<file path="src/hw/rtl/rotating_beacon_column_renderer_unit_assert.svh">
// Assertion helpers used by the renderer top module.
`ifndef ROTATING_BEACON_COLUMN_RENDERER_UNIT_ASSERT_SVH
`define ROTATING_BEACON_COLUMN_RENDERER_UNIT_ASSERT_SVH

// Same-cycle implication, disabled while reset is high.
`define RBCR_ASSERT_IMPLY(label, clk, rst, ante, cons, msg) \
  label: assert property (@(posedge clk) disable iff (rst) (ante) |-> (cons)) \
    else $error(msg);

// Next-cycle implication, disabled while reset is high.
`define RBCR_ASSERT_NEXT(label, clk, rst, ante, cons, msg) \
  label: assert property (@(posedge clk) disable iff (rst) (ante) |=> (cons)) \
    else $error(msg);

`endif

</file>
<file path="src/hw/rtl/rbcr_pkg.sv">
package rbcr_pkg;

  // Grid geometry: one store entry per column, x in the high index bits.
  localparam int GRID_SIDE  = 8;
  localparam int COORD_W    = 3;
  localparam int ADDR_W     = 2 * COORD_W;
  localparam int COLS       = GRID_SIDE * GRID_SIDE;
  localparam int CNT_W      = ADDR_W + 1;

  // Levels and timing.
  localparam logic [7:0]  MIN_LEVEL   = 8'd96;
  localparam logic [7:0]  FULL_LEVEL  = 8'd255;
  localparam logic [7:0]  LEVEL_SPAN  = 8'd159;
  localparam logic [31:0] BASE_PERIOD = 32'd20;
  localparam logic [9:0]  BIAS_RESET  = 10'd512;

  // Configuration register indexes.
  localparam logic [2:0] REG_BICOLOR     = 3'd0;
  localparam logic [2:0] REG_AUDIO       = 3'd1;
  localparam logic [2:0] REG_TRAIL       = 3'd2;
  localparam logic [2:0] REG_FRAME_DELAY = 3'd3;
  localparam logic [2:0] REG_ADC_BIAS    = 3'd4;

  // Request bundle from the sequencer to the column store.
  typedef struct packed {
    logic              re;
    logic [ADDR_W-1:0] raddr;
    logic              we;
    logic [ADDR_W-1:0] waddr;
    logic [15:0]       wdata;
    logic              frame_done;
  } mem_req_t;

  // Beam direction, x component.
  function automatic logic signed [1:0] dir_x(input logic [2:0] d);
    logic signed [1:0] v;
    case (d)
      3'd0, 3'd1, 3'd7: v = 2'sd1;
      3'd2, 3'd6:       v = 2'sd0;
      default:          v = -2'sd1;
    endcase
    return v;
  endfunction

  // Beam direction, z component.
  function automatic logic signed [1:0] dir_z(input logic [2:0] d);
    logic signed [1:0] v;
    case (d)
      3'd1, 3'd2, 3'd3: v = 2'sd1;
      3'd0, 3'd4:       v = 2'sd0;
      default:          v = -2'sd1;
    endcase
    return v;
  endfunction

endpackage

</file>
<file path="src/hw/rtl/rbcr_level.sv">
module rbcr_level (
  input  logic       clk,
  input  logic       rst,
  input  logic       update,
  input  logic       audio_react,
  input  logic [9:0] adc_bias,
  input  logic [9:0] sample_a,
  input  logic [9:0] sample_b,
  input  logic [9:0] sample_c,
  input  logic [9:0] sample_d,
  output logic [7:0] level
);

  logic [9:0]  envelope;
  logic [9:0]  dev_a, dev_b, dev_c, dev_d;
  logic [9:0]  peak_ab, peak_cd, peak;
  logic [12:0] env_x7;
  logic [9:0]  decayed;
  logic [9:0]  envelope_next;
  logic [7:0]  add_raw, add_cap;

  function automatic logic [9:0] abs_dev(input logic [9:0] s, input logic [9:0] b);
    return (s >= b) ? (s - b) : (b - s);
  endfunction

  // Peak deviation from the bias and the 7/8 decay of the held envelope.
  always_comb begin
    dev_a         = abs_dev(sample_a, adc_bias);
    dev_b         = abs_dev(sample_b, adc_bias);
    dev_c         = abs_dev(sample_c, adc_bias);
    dev_d         = abs_dev(sample_d, adc_bias);
    peak_ab       = (dev_a >= dev_b) ? dev_a : dev_b;
    peak_cd       = (dev_c >= dev_d) ? dev_c : dev_d;
    peak          = (peak_ab >= peak_cd) ? peak_ab : peak_cd;
    env_x7        = {3'b000, envelope} * 13'd7;
    decayed       = env_x7[12:3];
    envelope_next = (peak > decayed) ? peak : decayed;
    add_raw       = envelope_next[9:2];
    add_cap       = (add_raw > rbcr_pkg::LEVEL_SPAN) ? rbcr_pkg::LEVEL_SPAN : add_raw;
  end

  // The envelope only moves when audio follows; the level is set once per frame.
  always_ff @(posedge clk) begin
    if (rst) begin
      envelope <= '0;
    end else if (update && audio_react) begin
      envelope <= envelope_next;
    end
  end

  always_ff @(posedge clk) begin
    if (update) begin
      level <= audio_react ? (rbcr_pkg::MIN_LEVEL + add_cap) : rbcr_pkg::FULL_LEVEL;
    end
  end

endmodule

</file>
<file path="src/hw/rtl/rbcr_column_store.sv">
module rbcr_column_store (
  input  logic               clk,
  input  logic               rst,
  input  rbcr_pkg::mem_req_t req,
  output logic [15:0]        rdata
);

  logic [15:0] mem [rbcr_pkg::COLS];
  logic [15:0] q;
  logic        filled;

  // Single-port-per-direction memory, registered read.
  always_ff @(posedge clk) begin
    if (req.we) begin
      mem[req.waddr] <= req.wdata;
    end
    if (req.re) begin
      q <= mem[req.raddr];
    end
  end

  // Every frame rewrites all columns in order, so until the first frame has
  // finished, any read sees a column that was never written: it reads black.
  always_ff @(posedge clk) begin
    if (rst) begin
      filled <= 1'b0;
    end else if (req.frame_done) begin
      filled <= 1'b1;
    end
  end

  assign rdata = filled ? q : 16'h0000;

endmodule

</file>
<file path="src/hw/rtl/rotating_beacon_column_renderer_unit.sv">
// Rotating beacon renderer. Each input beat is a tick: time_ms and four
// microphone samples. A tick before the deadline (time_ms - next deadline has
// bit 31 set) produces nothing; the sequencer goes from decide back to idle. A
// due tick produces 64 output beats, one per column, x outer and z inner, tlast
// on the final one. The 64-entry column store is read, faded, painted and
// written back one column per cycle while the output accepts, through its
// single read and single write port. A new tick is taken only after the
// previous frame has been swept; the last output beat may still wait in the
// output register. No clearing pass after reset: the store reads black until
// the first frame has been written. Configuration writes take effect at once
// and are meant for idle periods.
`include "rotating_beacon_column_renderer_unit_assert.svh"

module rotating_beacon_column_renderer_unit (
  input  logic        clk,
  input  logic        rst,
  // Tick input.
  input  logic        s_tvalid,
  output logic        s_tready,
  input  logic [71:0] s_tdata,    // time_ms[31:0], mic_sample_a, _b, _c, _d (10 bits each)
  // Column output.
  output logic        m_tvalid,
  input  logic        m_tready,
  output logic [23:0] m_tdata,    // column_x[2:0], column_z[5:3], red_level[13:6],
                                  // blue_level[21:14], zero fill
  output logic        m_tlast,    // frame_end
  // Configuration.
  input  logic        cfg_wr_en,
  input  logic [2:0]  cfg_index,
  input  logic [15:0] cfg_wdata
);

  typedef enum logic [1:0] {
    ST_IDLE,
    ST_DECIDE,
    ST_SCAN
  } state_t;

  state_t state;

  // Configuration registers.
  logic        bicolor_mode;
  logic        audio_react;
  logic        trail_mode;
  logic [15:0] frame_delay;
  logic [9:0]  adc_bias;

  // Frame state.
  logic [2:0]  direction_index;
  logic [31:0] next_frame_time;
  logic [31:0] time_q;
  logic [9:0]  sample_a, sample_b, sample_c, sample_d;

  // Sweep control.
  logic [rbcr_pkg::CNT_W-1:0]  issue_cnt;
  logic                        rd_pending;
  logic [rbcr_pkg::ADDR_W-1:0] rd_addr;

  logic               due;
  logic               level_update;
  logic [7:0]         level;
  logic               advance;
  logic               issue;
  logic               last_col;
  rbcr_pkg::mem_req_t store_req;
  logic [15:0]        store_rdata;

  // Shading signals.
  logic [2:0]        col_x, col_z;
  logic signed [5:0] cx, cz, dx, dz, cross_term, along;
  logic [5:0]        cross_abs;
  logic              diag, lit;
  logic [7:0]        lv;
  logic [15:0]       faded, shaded;

  // Configuration write port.
  always_ff @(posedge clk) begin
    if (rst) begin
      bicolor_mode <= 1'b0;
      audio_react  <= 1'b0;
      trail_mode   <= 1'b0;
      frame_delay  <= '0;
      adc_bias     <= rbcr_pkg::BIAS_RESET;
    end else if (cfg_wr_en) begin
      case (cfg_index)
        rbcr_pkg::REG_BICOLOR:     bicolor_mode <= cfg_wdata[0];
        rbcr_pkg::REG_AUDIO:       audio_react  <= cfg_wdata[0];
        rbcr_pkg::REG_TRAIL:       trail_mode   <= cfg_wdata[0];
        rbcr_pkg::REG_FRAME_DELAY: frame_delay  <= cfg_wdata;
        rbcr_pkg::REG_ADC_BIAS:    adc_bias     <= cfg_wdata[9:0];
        default: ;
      endcase
    end
  end

  // Handshake and sweep decisions.
  assign s_tready     = (state == ST_IDLE);
  assign due          = ~(time_q - next_frame_time) >> 31 == 32'd1;
  assign level_update = (state == ST_DECIDE) && due;
  assign advance      = rd_pending && (!m_tvalid || m_tready);
  assign issue        = (state == ST_SCAN) && !issue_cnt[rbcr_pkg::CNT_W-1]
                        && (!rd_pending || advance);
  assign last_col     = (rd_addr == rbcr_pkg::ADDR_W'(rbcr_pkg::COLS - 1));

  rbcr_level u_level (
    .clk         (clk),
    .rst         (rst),
    .update      (level_update),
    .audio_react (audio_react),
    .adc_bias    (adc_bias),
    .sample_a    (sample_a),
    .sample_b    (sample_b),
    .sample_c    (sample_c),
    .sample_d    (sample_d),
    .level       (level)
  );

  // Column geometry from the address whose stored value has just come back.
  always_comb begin
    col_x      = rd_addr[rbcr_pkg::ADDR_W-1:rbcr_pkg::COORD_W];
    col_z      = rd_addr[rbcr_pkg::COORD_W-1:0];
    cx         = $signed({2'b00, col_x, 1'b0}) - 6'sd7;
    cz         = $signed({2'b00, col_z, 1'b0}) - 6'sd7;
    dx         = 6'(rbcr_pkg::dir_x(direction_index));
    dz         = 6'(rbcr_pkg::dir_z(direction_index));
    cross_term = cx * dz - cz * dx;
    along      = cx * dx + cz * dz;
    cross_abs  = cross_term[5] ? 6'(-cross_term) : cross_term;
    diag       = (dx != 6'sd0) && (dz != 6'sd0);
    lit        = cross_abs <= (diag ? 6'd2 : 6'd1);
    lv         = (diag && cross_abs != 6'd0) ? {1'b0, level[7:1]} : level;
    faded      = trail_mode ? {1'b0, store_rdata[15:9], 1'b0, store_rdata[7:1]} : 16'h0000;
    if (!lit) begin
      shaded = faded;
    end else if (bicolor_mode && along[5]) begin
      shaded = {lv, 8'h00};
    end else begin
      shaded = {8'h00, lv};
    end
  end

  // Store requests: read ahead, write back the shaded column on advance.
  always_comb begin
    store_req.re         = issue;
    store_req.raddr      = issue_cnt[rbcr_pkg::ADDR_W-1:0];
    store_req.we         = advance;
    store_req.waddr      = rd_addr;
    store_req.wdata      = shaded;
    store_req.frame_done = advance && last_col;
  end

  rbcr_column_store u_store (
    .clk   (clk),
    .rst   (rst),
    .req   (store_req),
    .rdata (store_rdata)
  );

  // Sequencer with the output register.
  always_ff @(posedge clk) begin
    if (rst) begin
      state           <= ST_IDLE;
      direction_index <= '0;
      next_frame_time <= '0;
      issue_cnt       <= '0;
      rd_pending      <= 1'b0;
      m_tvalid        <= 1'b0;
    end else begin
      case (state)
        ST_IDLE: begin
          if (s_tvalid) begin
            state <= ST_DECIDE;
          end
        end
        ST_DECIDE: begin
          issue_cnt <= '0;
          state     <= due ? ST_SCAN : ST_IDLE;
        end
        ST_SCAN: begin
          if (advance && last_col) begin
            state           <= ST_IDLE;
            direction_index <= direction_index + 3'd1;
            next_frame_time <= time_q + rbcr_pkg::BASE_PERIOD + {16'h0000, frame_delay};
          end
        end
        default: state <= ST_IDLE;
      endcase

      if (issue) begin
        issue_cnt  <= issue_cnt + rbcr_pkg::CNT_W'(1);
        rd_pending <= 1'b1;
      end else if (advance) begin
        rd_pending <= 1'b0;
      end

      if (advance) begin
        m_tvalid <= 1'b1;
        m_tdata  <= {2'b00, shaded[7:0], shaded[15:8], col_z, col_x};
        m_tlast  <= last_col;
      end else if (m_tready) begin
        m_tvalid <= 1'b0;
      end
    end
  end

  // Payload registers.
  always_ff @(posedge clk) begin
    if (s_tvalid && s_tready) begin
      time_q   <= s_tdata[31:0];
      sample_a <= s_tdata[41:32];
      sample_b <= s_tdata[51:42];
      sample_c <= s_tdata[61:52];
      sample_d <= s_tdata[71:62];
    end
    if (issue) begin
      rd_addr <= issue_cnt[rbcr_pkg::ADDR_W-1:0];
    end
  end

  `RBCR_ASSERT_IMPLY(a_idle_no_read, clk, rst, s_tready, !rd_pending, "read pending while idle")
  `RBCR_ASSERT_IMPLY(a_write_in_scan, clk, rst, store_req.we, state == ST_SCAN, "write off sweep")
  `RBCR_ASSERT_IMPLY(a_last_is_corner, clk, rst, m_tvalid && m_tlast, m_tdata[5:0] == 6'h3F, "bad end")
  `RBCR_ASSERT_NEXT(a_late_tick_drops, clk, rst, state == ST_DECIDE && !due, state == ST_IDLE, "late tick")

endmodule
</file>
<file path="config.mk">
export PLATFORM = sky130hd
export DESIGN_NAME = rotating_beacon_column_renderer_unit
export DESIGN_NICKNAME = d
export VERILOG_FILES = /design/src/hw/rtl/rbcr_pkg.sv /design/src/hw/rtl/rbcr_level.sv /design/src/hw/rtl/rbcr_column_store.sv /design/src/hw/rtl/rotating_beacon_column_renderer_unit.sv
export VERILOG_INCLUDE_DIRS = /design/src /design/src/hw/rtl
export SDC_FILE = /design/constraint.sdc
export NUM_CORES = 2
export LEC_CHECK = 0
export BUFFER_PORTS_ARGS = -buffer_cell sky130_fd_sc_hd__buf_2
export CORE_ASPECT_RATIO = 0.75
export CORE_UTILIZATION = 60
export DETAILED_ROUTE_END_ITERATION = 12
export PLACE_DENSITY_LB_ADDON = 0.25
export SETUP_SLACK_MARGIN = 0.1
export SLEW_MARGIN = 30
export SYNTH_ARGS = -nofsm -noshare
export SYNTH_HDL_FRONTEND = slang
export SYNTH_SLANG_ARGS = --single-unit
</file>
<file path="constraint.sdc">
create_clock -name clk -period 13.33 [get_ports clk]
set_clock_uncertainty 0.1 [all_clocks]
set_input_delay 0.6665 -clock clk [delete_from_list [all_inputs] [get_ports clk]]
set_output_delay 0.6665 -clock clk [all_outputs]
set_load 0.01 [all_outputs]
</file>
# Word level (Yosys, flattened, before mapping)
# Memory sizes are Yosys's and may differ from the RTL's. A register that Yosys moved wholly into a read port is not among the register bits.
# Cells that the tools add are included.
# totals
ramBits,1024
latchBits,0
wordCells,140
romBits,0
input_bits,96
ff_bits,195
mem_count,1
# memory_table
memory,words,width,read_ports,rd_ports_with_merged_regs,write_ports,line_no,source
u_store.mem,64,16,1,1,1,rbcr_column_store.sv:8,logic [15:0] mem [rbcr_pkg::COLS];
# op_classes
n_lt_le_gt_ge,10
n_addsub,19
bitwise,2
reduce_logical,36
shifts,0
multipliers,5
n_eq_ne,15
muxes,30
div,0
# op_table
operator,n
10-bit two-way mux,8
10-bit subtractor,8
10-bit >= comparator,7
16-bit two-way mux,3
32-bit by 16-bit adder with 32-bit output,1
32-bit by 5-bit adder with 32-bit output (second input constant),1
32-bit inverter,1
32-bit subtractor,1
5-bit by 2-bit multiplier with 6-bit output,4
6-bit nonzero test,3
8-bit two-way mux,2
2-bit AND reduction,8
15-bit two-way mux,1
7-bit two-way mux,2
10-bit by 3-bit multiplier with 13-bit output (second input constant),1
3-bit by 2-bit equality test with 1-bit output (second input constant),4
3-bit equality test (second input constant),4
10-bit greater-than comparator,1
1-bit logical AND,10
4-bit by 3-bit subtractor with 5-bit output (second input constant),2
7-bit by 8-bit adder with 8-bit output (first input constant),1
8-bit greater-than comparator (second input constant),1
2-bit two-way mux,4
2-bit case mux with 2 select lines,2
22 further kinds,37

# Longest topological paths before layout
# depth
ltp_word,12
mapped_depth,41

# Modules after synthesis
# Synthesis repeated with hierarchy kept, for this count alone.
# hier_totals
cells_unflattened,3565
hier_area_um2,56075.0
# modules_own_cells
module,cells_per_inst,seq_area_each_um2,area_per_inst_um2,instances
rbcr_column_store,1828,31250.0,40052.2,1
rotating_beacon_column_renderer_unit,892,4534.3,9394.0,1
rbcr_level,845,440.4,6628.9,1

# Worst setup path after synthesis
# Ideal clock, no wire load.
# synth_path
path_kind,register -> register
startpoint,register adc_bias[1]
endpoint,register u_level.level[7] (data pin)
t_arrival_ns,9.120
path_stages_with_launch,38
slack_ns,3.843
cell_sequence,dfxtp_1 inv_1 fa_1 a211oi_1 o211ai_1 a21oi_1 o21ai_1 buf_2 mux2_2 a21oi_1 xnor2_1 inv_1 ha_1 nand2_1 o21ai_0 a21oi_1 o21ai_0 clkbuf_1 (+2 left out) nand2b_1 a211oi_1 or3_1 a32oi_1 clkbuf_1 mux2_2 ha_1 and3_1 nand4_1 o21bai_1 a31oi_1 inv_1 and2_1 or4_1 nand2b_1 ha_1 xnor2_1 nand2_1
# synth_via
elab_chain_cells,11
elab_cells_between_ends,27
# synth_rtl
item,line_no,source
from (decl),rotating_beacon_column_renderer_unit.sv:46,logic [9:0] adc_bias;
from (signal assigned),rotating_beacon_column_renderer_unit.sv:83,adc_bias <= rbcr_pkg::BIAS_RESET;
from (signal assigned),rotating_beacon_column_renderer_unit.sv:90,rbcr_pkg::REG_ADC_BIAS: adc_bias <= cfg_wdata[9:0];
10-bit subtractor / 10-bit >= comparator (equally long branches),rbcr_level.sv:23,return (s >= b) ? (s - b) : (b - s);
10-bit two-way mux,rbcr_level.sv:23,
"10-bit >= comparator, on equally long branches","rbcr_level.sv:32, rbcr_level.sv:33",
"10-bit two-way mux, on equally long branches","rbcr_level.sv:32, rbcr_level.sv:33",
10-bit >= comparator,rbcr_level.sv:34,peak = (peak_ab >= peak_cd) ? peak_ab : peak_cd;
10-bit two-way mux (*),rbcr_level.sv:34,
10-bit greater-than comparator,rbcr_level.sv:37,envelope_next = (peak > decayed) ? peak : decayed;
10-bit two-way mux (*),rbcr_level.sv:37,
8-bit greater-than comparator,rbcr_level.sv:39,add_cap = (add_raw > rbcr_pkg::LEVEL_SPAN) ? rbcr_pkg::LEVEL_SPAN : add_raw;
8-bit two-way mux (*),rbcr_level.sv:39,
7-bit by 8-bit adder with 8-bit output (*),rbcr_level.sv:53,level <= audio_react ? (rbcr_pkg::MIN_LEVEL + add_cap) : rbcr_pkg::FULL_LEVEL;
to (signal assigned),rbcr_level.sv:53,
to (decl),rbcr_level.sv:11,output logic [7:0] level
# Mark *: on every way between the ends. The rest lies on a longest branch, timed or not.
# A chain may end at the register's enable or synchronous reset.

# Final worst setup path
# Same ends and word-level chain as after synthesis.

==> flow_summary_export.csv <==
group,metric,value,unit
logic_synthesis,synth_warnings,0,
clocking,max-clock-path-buffers,3,
power_and_ir_drop,ir_drop,197.3,uV
global_route,grt_pass1_wl,183300,um
layout,drive_gt1_share,22.07,%
timing,slew_headroom,34.33,%
run,cap_viol_max_count,0,
global_route,grt_usage,30.05,%
logic_synthesis,syn_area,0.04969,mm2
worst_setup_path,crit_slowest_cell,"dfxtp_1",
logic_synthesis,avgSynthCellArea,16.72,um2
routing,firstDrtPassIters,6,
power_and_ir_drop,clockPowerShare,36.9,%
placement,io_buffers,120,
layout,nets,3497,
worst_setup_path,start_kind,"register",
hold_path,min_path_type,"input pin to register",
timing,fin_crit,10.41,ns
clocking,clk_pin_slew,0.07,ns
floorplan,start_util,61.20,%
clocking,root_buffer,"clkbuf_16",
clocking,cts_hold_buf,0,
worst_setup_path,cp.required,13.66,ns
routing,vias,28124,
floorplan,die_w,334.3,um
clocking,cts_buffers,103,
floorplan,coreArea,0.08119,mm2
worst_setup_path,end_kind,"register",
timing,hold_violations,0,
worst_setup_path,cpPeakStageDelay,0.71,ns
global_route,antenna_found_initial,3,
timing,drv_slew,0,
logic_synthesis,ys_ff_latch,1105,
timing,worst_pin_slew,0.9814,ns
timing,period_share,78.13,%
logic_synthesis,yosysSeqAreaShare,65.04,%
routing,wl,124100,um
routing,drc,0,
logic_synthesis,synth_edf_count,1019,
global_route,grt_pass1_vias,27720,
clocking,postCtsSetupRepairBufs,0,
floorplan,ioPinCount,123,
floorplan,die_area,0.08399,mm2
timing,fmax,96.02,MHz
timing,finalSetupViolCount,0,
outcome,status,"finished clean",
power_and_ir_drop,swShare,26.10,%
routing,via_per_inst,6.485,
power_and_ir_drop,p_total,7.996,mW
floorplan,row_count,90,
clocking,cts_htree_levels,3,
worst_setup_path,arrival,10.74,ns
logic_synthesis,synth-async-reset-ratio,0,%
global_route,grt.overflow.total,0,
floorplan,fp.dieH,251.2,um
logic_synthesis,ys.flop_type,"edfxtp_1",
placement,gp_congestion,0.8800,
power_and_ir_drop,combPwrFrac,15.5,%
clocking,cts.sinks,1105,
power_and_ir_drop,p_per_area,144.2,mW/mm2
routing,drt_iter0_markers,3497,
placement,dp_hpwl,78980,um
logic_synthesis,yosys.cell_types.count,84,
worst_setup_path,worstSetupPathType,"register to register",
routing,wl_per_cell,28.61,um
clocking,clk_latency,0.69,ns
power_and_ir_drop,internal_power,5.909,mW
clocking,cts_tree,"built",
power_and_ir_drop,switchingPower,2.087,mW
worst_setup_path,path_max_fanout,13,
global_route,grt_start_max_net_pins,100,
logic_synthesis,syn_inst,2972,
timing,rsz0062_at_grt,"false",
power_and_ir_drop,leakage,17.55,nW
timing,finalSetupTns,0,ns
layout,fillCellCount,5120,
clocking,ctsResizeCount,0,
routing,ant_nets,0,
layout,syn_to_final_growth,11.62,%
power_and_ir_drop,seqPwrFrac,47.6,%
cells in the mapped netlist (all sizes together) (8+ instances only):
master	instances	area share, %
edfxtp	1019	62
mux4	294	13
ha	223	5.6
nand2	171	1.3
inv	161	1.2
nor2	160	1.2
a21oi	142	1.4
dfxtp	86	3.5
clkbuf	74	0.56
o21ai	65	0.65
mux2i	55	1.1
xnor2	53	0.93
buf	44	0.39
a21o	41	0.62
nand3	38	0.38
fa	32	1.3
nand2b	25	0.31
nor2b	25	0.31
a211oi	24	0.37
xor2	20	0.35
o211ai	17	0.28
and3	16	0.20
or3	16	0.20
nor3	15	0.15
a31oi	13	0.18
mux2	12	0.27
and2	11	0.14
nand3b	10	0.15
nand4	10	0.13
a221oi	8	0.15
nor4	8	0.14
o21bai	8	0.12
worst max-delay path: cells and delay by family, from the launching register on:
kind | cells | cell delay (ns)
compound gates | 14 | 3.80
xor+xnor | 2 | 0.37
fa+ha+maj | 5 | 1.59
buf+inv | 6 | 1.40
flops | 1 | 0.71
mux | 2 | 0.77
simple gates | 6 | 1.39
worst paths after layout:
check,startpoint,endpoint,slack [ns],cells after the start
hold reg to reg,next_frame_time[13]$_SDFFE_PP0P_,next_frame_time[13]$_SDFFE_PP0P_,0.35,2
hold / removal,s_tdata[55],sample_c[3]$_DFFE_PP_,0.05,1
setup / recovery,adc_bias[1]$_SDFFE_PP0P_,u_level.level[7]$_SDFFCE_PN1P_,2.92,35
setup reg to reg,adc_bias[1]$_SDFFE_PP0P_,u_level.level[7]$_SDFFCE_PN1P_,2.92,35
flip-flops by register name (all words and copies together) (netlist names), 14 cells and up:
name / count
u_store.q: 14
time_q: 32
next_frame_time: 32
frame_delay: 16
u_store.mem: 896
m_tdata: 22
through the flow:
stage / instance area, um2 / setup slack (ns) / hold slack, ns / cells / utilization, %
after floorplan: 49700 / 3.843 / 0.3064 / 2973 / -
after global routing: 55460 / 2.342 / 0.02412 / 4334 / 68.30
after CTS: 55390 / 3.046 / 0.01607 / 4333 / 68.23
after detailed placement: 52040 / 3.114 / 0.3488 / 4144 / 64.10
final: 55460 / 2.916 / 0.05229 / 4337 / 68.31
after global placement: 51950 / 2.661 / 0.3418 / 4144 / 63.99
layout by cell type (no fill, tap or decap), types with 8 or more instances in the layout:
cell / netlist / routed
a211oi_1: 23 / 23
a21o_1: 40 / 40
a21oi_1: 141 / 140
a31oi_1: 12 / 12
and2_1: 11 / 10
and3_1: 16 / 16
buf_2: 6 / 119
buf_4: 2 / 63
bufinv_16: 0 / 11
clkbuf_1: 73 / 23
clkbuf_16: 0 / 104
clkinv_1: 1 / 22
clkinv_2: 0 / 11
dfxtp_1: 86 / 81
edfxtp_1: 1019 / 1019
fa_1: 32 / 32
ha_1: 223 / 223
inv_1: 161 / 161
mux2_2: 11 / 11
mux2i_1: 55 / 55
mux4_2: 294 / 294
nand2_1: 171 / 171
nand2b_1: 25 / 25
nand3_1: 38 / 38
nand3b_1: 10 / 10
nand4_1: 10 / 10
nor2_1: 160 / 129
nor2_4: 0 / 25
nor2b_1: 25 / 25
nor3_1: 15 / 14
o211ai_1: 16 / 16
o21ai_0: 62 / 49
o21ai_4: 0 / 12
o21bai_1: 8 / 8
or3_1: 16 / 16
xnor2_1: 53 / 53
xor2_1: 20 / 20
cells by family (layout without fill, tap and decap cells):
group / after synthesis / after routing / share of synthesized area, %
AOI/OAI and AO/OA: 381 / 381 / 5.074
xor gates and xnor gates: 73 / 73 / 1.287
adders and majority gates: 255 / 255 / 6.904
buffers and inverters: 280 / 537 / 2.178
DFF: 1105 / 1105 / 65.04
muxes: 361 / 361 / 14.70
other: 1 / 5 / 0.007547
and+or+nand+nor: 516 / 516 / 4.802
power by group through the flow:
| stage | Clock, mW | Combinational [mW] | Sequential, mW |
|---|---|---|---|
| 6_report | 2.95 | 1.24 | 3.80 |
| 5_1_grt | 3.10 | 1.36 | 3.81 |
| 4_1_cts | 2.98 | 1.22 | 3.81 |
| 3_5_place_dp | 0 | 1.21 | 3.88 |
| 3_3_place_gp | 0 | 1.19 | 3.88 |
| 2_1_floorplan | 0 | 0.866 | 3.87 |
final cells by class:
| cell class | count | area (um2) | share of cell area, % |
|---|---|---|---|
| inverter | 162 | 608.1 | 1.096 |
| sequential | 1105 | 32330 | 58.30 |
| clock inverter | 61 | 646.9 | 1.166 |
| tap | 1104 | 1381 | 2.490 |
| multi-input combinational | 1588 | 16650 | 30.02 |
| antenna | 3 | 7.507 | 0.01354 |
| timing repair buffer | 186 | 1131 | 2.039 |
| clock buffer | 128 | 2703 | 4.873 |
layer usage:
layer | track usage, % | up-vias | share of wire (%)
met1 | 46.24 | 14406 | 42
met3 | 7.127 | 194 | 11
met5 | 0 | - | 0.010
met4 | 7.471 | 2 | 2.3
met2 | 43.62 | 1516 | 44
li1 | - | 12006 | -
Power figures use the tool's default switching activity.
